--- config.mk ---
export PLATFORM = sky130hd
export DESIGN_NAME = arr_div
export DESIGN_NICKNAME = d
export VERILOG_FILES = /design/src/sv/arr_pkg.sv /design/src/sv/arr_div.sv
export SDC_FILE = /design/constraint.sdc
export NUM_CORES = 1
export LEC_CHECK = 0
export ABC_AREA = 1
export BUFFER_PORTS_ARGS = -buffer_cell sky130_fd_sc_hd__buf_2
export CAP_MARGIN = 20
export CORE_UTILIZATION = 25
export CTS_BUF_LIST = sky130_fd_sc_hd__clkbuf_8
export DETAILED_ROUTE_END_ITERATION = 8
export GPL_TIMING_DRIVEN = 1
export HOLD_SLACK_MARGIN = 0.03
export SLEW_MARGIN = 20
export SYNTH_ARGS = -nofsm -noshare
export SYNTH_HDL_FRONTEND = slang
export SYNTH_SLANG_ARGS = --single-unit
--- constraint.sdc ---
create_clock -name clk -period 6.03 [get_ports clk]
set_input_delay 0.3015 -clock clk [delete_from_list [all_inputs] [get_ports clk]]
set_output_delay 0.3015 -clock clk [all_outputs]
set_load 0.1 [all_outputs]
--- src/sv/arr_pkg.sv ---
// ----------------------------------------------------------------------------
// arr_pkg: shared constants of the apparent reproduction ratio engine
// Command codes, register indexes and result widths used by the RTL.
// ----------------------------------------------------------------------------
`default_nettype none

package arr_pkg;

  localparam logic [1:0] CMD_LOAD_LAG    = 2'd0;
  localparam logic [1:0] CMD_LOAD_WEIGHT = 2'd1;
  localparam logic [1:0] CMD_LOAD_OBS    = 2'd2;
  localparam logic [1:0] CMD_COMPUTE     = 2'd3;

  localparam logic [1:0] REG_NUM_TIMES = 2'd0;
  localparam logic [1:0] REG_NUM_SITES = 2'd1;
  localparam logic [1:0] REG_NUM_LAGS  = 2'd2;

  localparam int RATIO_W = 24;
  localparam logic [RATIO_W-1:0] RATIO_MAX = 24'hFFFFFF;

  typedef logic [RATIO_W-1:0] ratio_t;

endpackage

`default_nettype wire

--- src/sv/arr_div.sv ---
// ----------------------------------------------------------------------------
// arr_div: saturating fixed-point ratio divider
// Computes floor(num * 2^16 / den) one quotient bit per cycle, saturating to
// all ones when the ratio is 256 or more.
// ----------------------------------------------------------------------------
`default_nettype none

module arr_div
  import arr_pkg::*;
#(
  parameter int NUM_W = 57,
  parameter int DEN_W = 38
) (
  input  wire logic             clk,
  input  wire logic             rst_n,
  input  wire logic             start,
  input  wire logic [NUM_W-1:0] num,
  input  wire logic [DEN_W-1:0] den,
  output logic                  done,
  output ratio_t                quot
);

  logic [DEN_W:0]   rem_r, rem_nxt;
  logic [DEN_W-1:0] den_r;
  logic [7:0]       nlo_r;
  ratio_t           q_r;
  logic [4:0]       cnt_r;
  logic             busy_r, done_r;
  logic [DEN_W:0]   shifted;
  logic             sat;

  assign sat     = {8'd0, num} >= {{(NUM_W-DEN_W){1'b0}}, den, 8'd0};
  assign shifted = {rem_r[DEN_W-1:0], nlo_r[7]};
  assign rem_nxt = (shifted >= {1'b0, den_r}) ? (shifted - {1'b0, den_r}) : shifted;

  always_ff @(posedge clk) begin
    if (!rst_n) begin
      busy_r <= 1'b0;
      done_r <= 1'b0;
    end else begin
      done_r <= 1'b0;
      if (start) begin
        if (sat) begin
          done_r <= 1'b1;
        end else begin
          busy_r <= 1'b1;
        end
      end else if (busy_r) begin
        if (cnt_r == 5'd1) begin
          busy_r <= 1'b0;
          done_r <= 1'b1;
        end
      end
    end
  end

  always_ff @(posedge clk) begin
    if (start) begin
      den_r <= den;
      nlo_r <= num[7:0];
      cnt_r <= 5'd24;
      rem_r <= (DEN_W+1)'(num >> 8);
      q_r   <= sat ? RATIO_MAX : '0;
    end else if (busy_r) begin
      rem_r <= rem_nxt;
      nlo_r <= {nlo_r[6:0], 1'b0};
      cnt_r <= cnt_r - 5'd1;
      q_r   <= {q_r[RATIO_W-2:0], (shifted >= {1'b0, den_r})};
    end
  end

  assign done = done_r;
  assign quot = q_r;

endmodule

`default_nettype wire

# Word-level counts from Yosys, hierarchy flattened
# Cells that the tools add are included.
dict set report word_totals {
  reg_bits 115
}
dict set report classes {
  add_sub_neg 2
  order_cmp 2
  eq_ne 2
  muxes 16
  reduce_logical 1
}
# operator n
set ops {}
lappend ops {{two-way mux 38 bit} 3}
lappend ops {{two-way mux 24 bit} 3}
lappend ops {{>= comparator 57 x 46 -> 1 bit} 1}
lappend ops {{>= comparator 39 x 38 -> 1 bit} 1}
lappend ops {{subtractor 38 bit} 1}
lappend ops {{two-way mux 8 bit} 2}
lappend ops {{two-way mux 1 bit} 8}
lappend ops {{equality test 5 x 1 -> 1 bit (second input constant)} 1}
lappend ops {{subtractor 5 x 1 -> 5 bit (second input constant)} 1}
lappend ops {{inequality test 2 bit (second input constant)} 1}
lappend ops {{nonzero test 2 bit} 1}

# Depth between registers and ports, before layout
dict set report depth {
  depth_word 4
  depth_mapped 18
  depth_no_buf 17
}

# Worst setup path before layout
# No wires, ideal clock.
dict set report synth_path {
  path_type {input to register}
  start {input start}
  end {register nlo_r[0], enable pin}
  setup_ns 0.432
  arrival_ns 2.180
  required_ns 5.598
  path_slack_ns 3.418
  stages 3
  path_buffers 1
  cell_sequence {clkbuf_1 -> inv_2 -> nand2_1}
}
dict set report synth_between {
  elab_chain_len 1
}
# item line_no
set synth_lines {}
lappend synth_lines {{start: declaration} arr_div.sv:16} ;# input wire logic start,
lappend synth_lines {{nonzero test 2 bit (no source line)} n/a}
lappend synth_lines {{end signal: assignment} arr_div.sv:60} ;# nlo_r <= num[7:0];
lappend synth_lines {{end signal: assignment} arr_div.sv:66} ;# nlo_r <= {nlo_r[6:0], 1'b0};
lappend synth_lines {{end: declaration} arr_div.sv:25} ;# logic [7:0] nlo_r;
# Every way passes these cells.
# A chain may end at the register's enable or synchronous reset.

# Final worst setup path
dict set report layout_path {
  start {register rem_r[31]}
  end {register rem_r[28] (data pin)}
}
dict set report layout_between {
  elab_chain_len 4
}
# item line_no
set layout_lines {}
lappend layout_lines {{start: declaration} arr_div.sv:23} ;# logic [DEN_W:0] rem_r, rem_nxt;
lappend layout_lines {{start signal: assignment} arr_div.sv:62} ;# rem_r <= (DEN_W+1)'(num >> 8);
lappend layout_lines {{start signal: assignment} arr_div.sv:65} ;# rem_r <= rem_nxt;
lappend layout_lines {{>= comparator 39 x 38 -> 1 bit} arr_div.sv:34} ;# assign rem_nxt = (shifted >= {1'b0, den_r}) ? (shifted - {1'b0, den_r}) : shifted;
lappend layout_lines {{two-way mux 38 bit} arr_div.sv:34}
lappend layout_lines {{two-way mux 38 bit} arr_div.sv:64} ;# end else if (busy_r) begin
lappend layout_lines {{two-way mux 38 bit} arr_div.sv:58} ;# if (start) begin
# Every way passes these cells. The select of a mux whose other input is x is not followed.

==> results.sh <==
export IMPL_yosysWarnings=0
export IMPL_rsz0062_at_grt="no"
export IMPL_synth_area_top_cells="edfxtp_1 36%, nand2_1 20%, ha_1 11%"
export IMPL_yosysTopAreaCellShare=0.3594
export IMPL_area_growth_pct=20.51
export IMPL_cts_sinks=115
export IMPL_worst_endpoint_arrival_ps=3300
export IMPL_p_sw_frac=0.4009
export IMPL_fmax_mhz=324.1
export IMPL_p_clk_frac=0.265
export IMPL_gp_congestion=0.8980
export IMPL_finalSetupViolCount=0
export IMPL_drc=0
export IMPL_cts_repair_resized=0
export IMPL_critPathKind="register to register"
export IMPL_ys_flop_type="edfxtp_1"
export IMPL_status="finished, final reports clean"
export IMPL_n_antenna_cell=0
export IMPL_htreeDepth=4
export IMPL_grt_pass1_vias=8196
export IMPL_finalCriticalPeriod_ps=3086
export IMPL_slew_headroom=0.3750
export IMPL_skew_ps=20.48
export IMPL_drt_total_wl_um=25810
export IMPL_tightest_slew_ps=937.5
export IMPL_timing_hold_ws_ps=74.96
export IMPL_synthArstFlopShare=0
export IMPL_hold_buffers=37
export IMPL_portBuffers=122
export IMPL_grt_max_degree=83
export IMPL_synth_cells=1271
export IMPL_grt_total_usage=0.1440
export IMPL_grt_pass1_wl_um=41300
export IMPL_required_ps=6250
export IMPL_period_share=0.5117
export IMPL_p_comb_frac=0.377
export IMPL_cts_tree="built"
export IMPL_fin_area_um2=10870
export IMPL_fillers=3945
export IMPL_ir_drop_mv=0.1487
export IMPL_critPathLaunchType="register"
export IMPL_finalHoldViolations=0
export IMPL_num_nets_final=1604
export IMPL_yosysUniqueCellTypes=35
export IMPL_placed_cell_area_um2=10120
export IMPL_rows=69
export IMPL_syn_cell_area_um2=9024
export IMPL_clk_pin_slew_ps=80
export IMPL_slew_violations=0
export IMPL_numCtsBuffers=17
export IMPL_ys_seq_area_frac=0.3749
export IMPL_drt_iter0_markers=400
export IMPL_syn_nets=1448
export IMPL_synth_edf_count=108
export IMPL_io_pins=123
export IMPL_overflow=0
export IMPL_post_cts_setup_buffer_count=0
export IMPL_dr_pass1_iters=5
export IMPL_p_leak_nw=5.533
export IMPL_seq_power_share=0.358
export IMPL_core_area_um2=35570
export IMPL_yosysTopAreaCell="edfxtp_1"
export IMPL_drive_above_1_share=0.1250
export IMPL_die_h_um=192.0
export IMPL_synth_seq_cells=115
export IMPL_root_buffer="clkbuf_8"
export IMPL_dieArea_um2=36860
export IMPL_clock_path_buffers=2
export IMPL_hpwlAfterDp_um=20150
export IMPL_start_util=0.2537
export IMPL_hp_class="input pin to register"
export IMPL_p_int_mw=1.668
export IMPL_antenna_found_initial=0
export IMPL_critPathCaptureType="register"
export IMPL_num_vias=8321
export IMPL_syn_avg_cell_area_um2=7.100
export IMPL_power_switching_mw=1.116
export IMPL_p_per_area_nw_per_um2=256.0
export IMPL_maxCapViolCount=0
export IMPL_clock_latency_ps=470
export IMPL_worst_path_max_fanout=39
export IMPL_avgRoutedWirePerCell_um=13.57
export IMPL_postRouteAntennaNets=0
export IMPL_finalSetupTns_ps=0
export IMPL_die_x_um=192.0
export IMPL_viasPerCell=4.377
-- metrics by stage --
| step | setup slack (ps) | cells | total power, mW | utilization |
|---|---|---|---|---|
| floorplan | 3418 | 1271 | 1.777 | - |
| global placement | 2902 | 1832 | 2.034 | 0.2845 |
| detailed placement | 2935 | 1832 | 2.042 | 0.2845 |
| CTS | 2920 | 1901 | 2.812 | 0.3057 |
| global route | 2681 | 1901 | 2.978 | 0.3057 |
| finish | 2944 | 1901 | 2.784 | 0.3057 |
-- worst max-delay path: stages, from the launching register on --
cell and delay, ps:
edfxtp_1 390, ha_1 390, a21oi_1 230, nor2_1 70, o21ai_0 190, nand3_1 120
inv_2 570, nand2_4 420, nand2_1 250, nand2_1 70, nand2_1 60, nand2_1 60
-- final cells by class --
type                            count  area [µm²]  area share
Inverter                          216       810.8     0.07456
Tap cell                          461       576.8     0.05304
Clock buffer                       17       234.0     0.02152
Sequential cell                   115        3383      0.3111
Multi-Input combinational cell    915        4715      0.4336
Timing Repair Buffer              162        1006     0.09251
Clock inverter                     15       148.9     0.01369
-- metal layers --
metal  vias up  GRT usage  part of all wire
li1       4338          -                 -
met1      3767     0.1919              0.48
met3        23    0.03070             0.059
met2       193     0.2340              0.45
met5         -          0                 0
met4         0    0.03937             0.011
-- state kept, by name, summed over array words and instances (netlist names) --
register	cells
busy_r	1
cnt_r	5
den_r	38
done	1
nlo_r	8
quot	24
rem_r	38
-- logic make-up after synthesis --
group,Yosys count,share of synthesized area
AND/OR/NAND/NOR,738,0.3460
adder cells (fa/ha/maj),79,0.1104
AO/OA/AOI/OAI,79,0.04742
buffers and inverters,241,0.1029
flip-flops,115,0.3749
XOR/XNOR,19,0.01844
-- cell usage in the layout, fill, tap and decap left out, types with 3 or more instances in the layout --
cell             n
o21bai_1         7
clkbuf_8        17
xnor2_1         18
nand3_1         85
a21oi_1         45
o21ai_0         20
ha_1            78
inv_2            9
dlygate4sd3_1   37
nand4_1          7
nor3_1           9
a21o_1           3
inv_1          208
nand2_1        481
nor2_1          95
edfxtp_1       108
inv_8            3
inv_6            5
dfxtp_1          7
buf_2          121
buf_4            4
nand2_2          6
or2_2            4
nand3b_1        41
-- cell usage after synthesis (9+ instances only) --
master	number
xnor2_1	18
a21oi_1	45
edfxtp_1	108
inv_2	9
inv_1	207
o21ai_0	20
nor2_1	95
nand3b_1	41
nor3_1	9
clkbuf_1	11
nand3_1	85
ha_1	78
nand2_1	482
-- power by group through the flow --
stage               combinational (mW)  sequential [mW]  clock (mW)
global placement                  1.02             1.01           0
floorplan                        0.700             1.08           0
CTS                               1.05            0.998       0.761
detailed placement                1.03             1.01           0
finish                            1.05            0.998       0.737
global route                      1.19             1.01       0.781
-- worst paths after layout --
path	end	startpoint	slack (ps)	depth (start not counted)
setup reg to reg	rem_r[28]	rem_r[31]	2940	11
hold / removal	den_r[1]	den[1]	70	1
setup / recovery	rem_r[28]	rem_r[31]	2940	11
hold reg to reg	cnt_r[3]	cnt_r[3]	500	1
No activity file was read; power rests on OpenSTA's default activity.
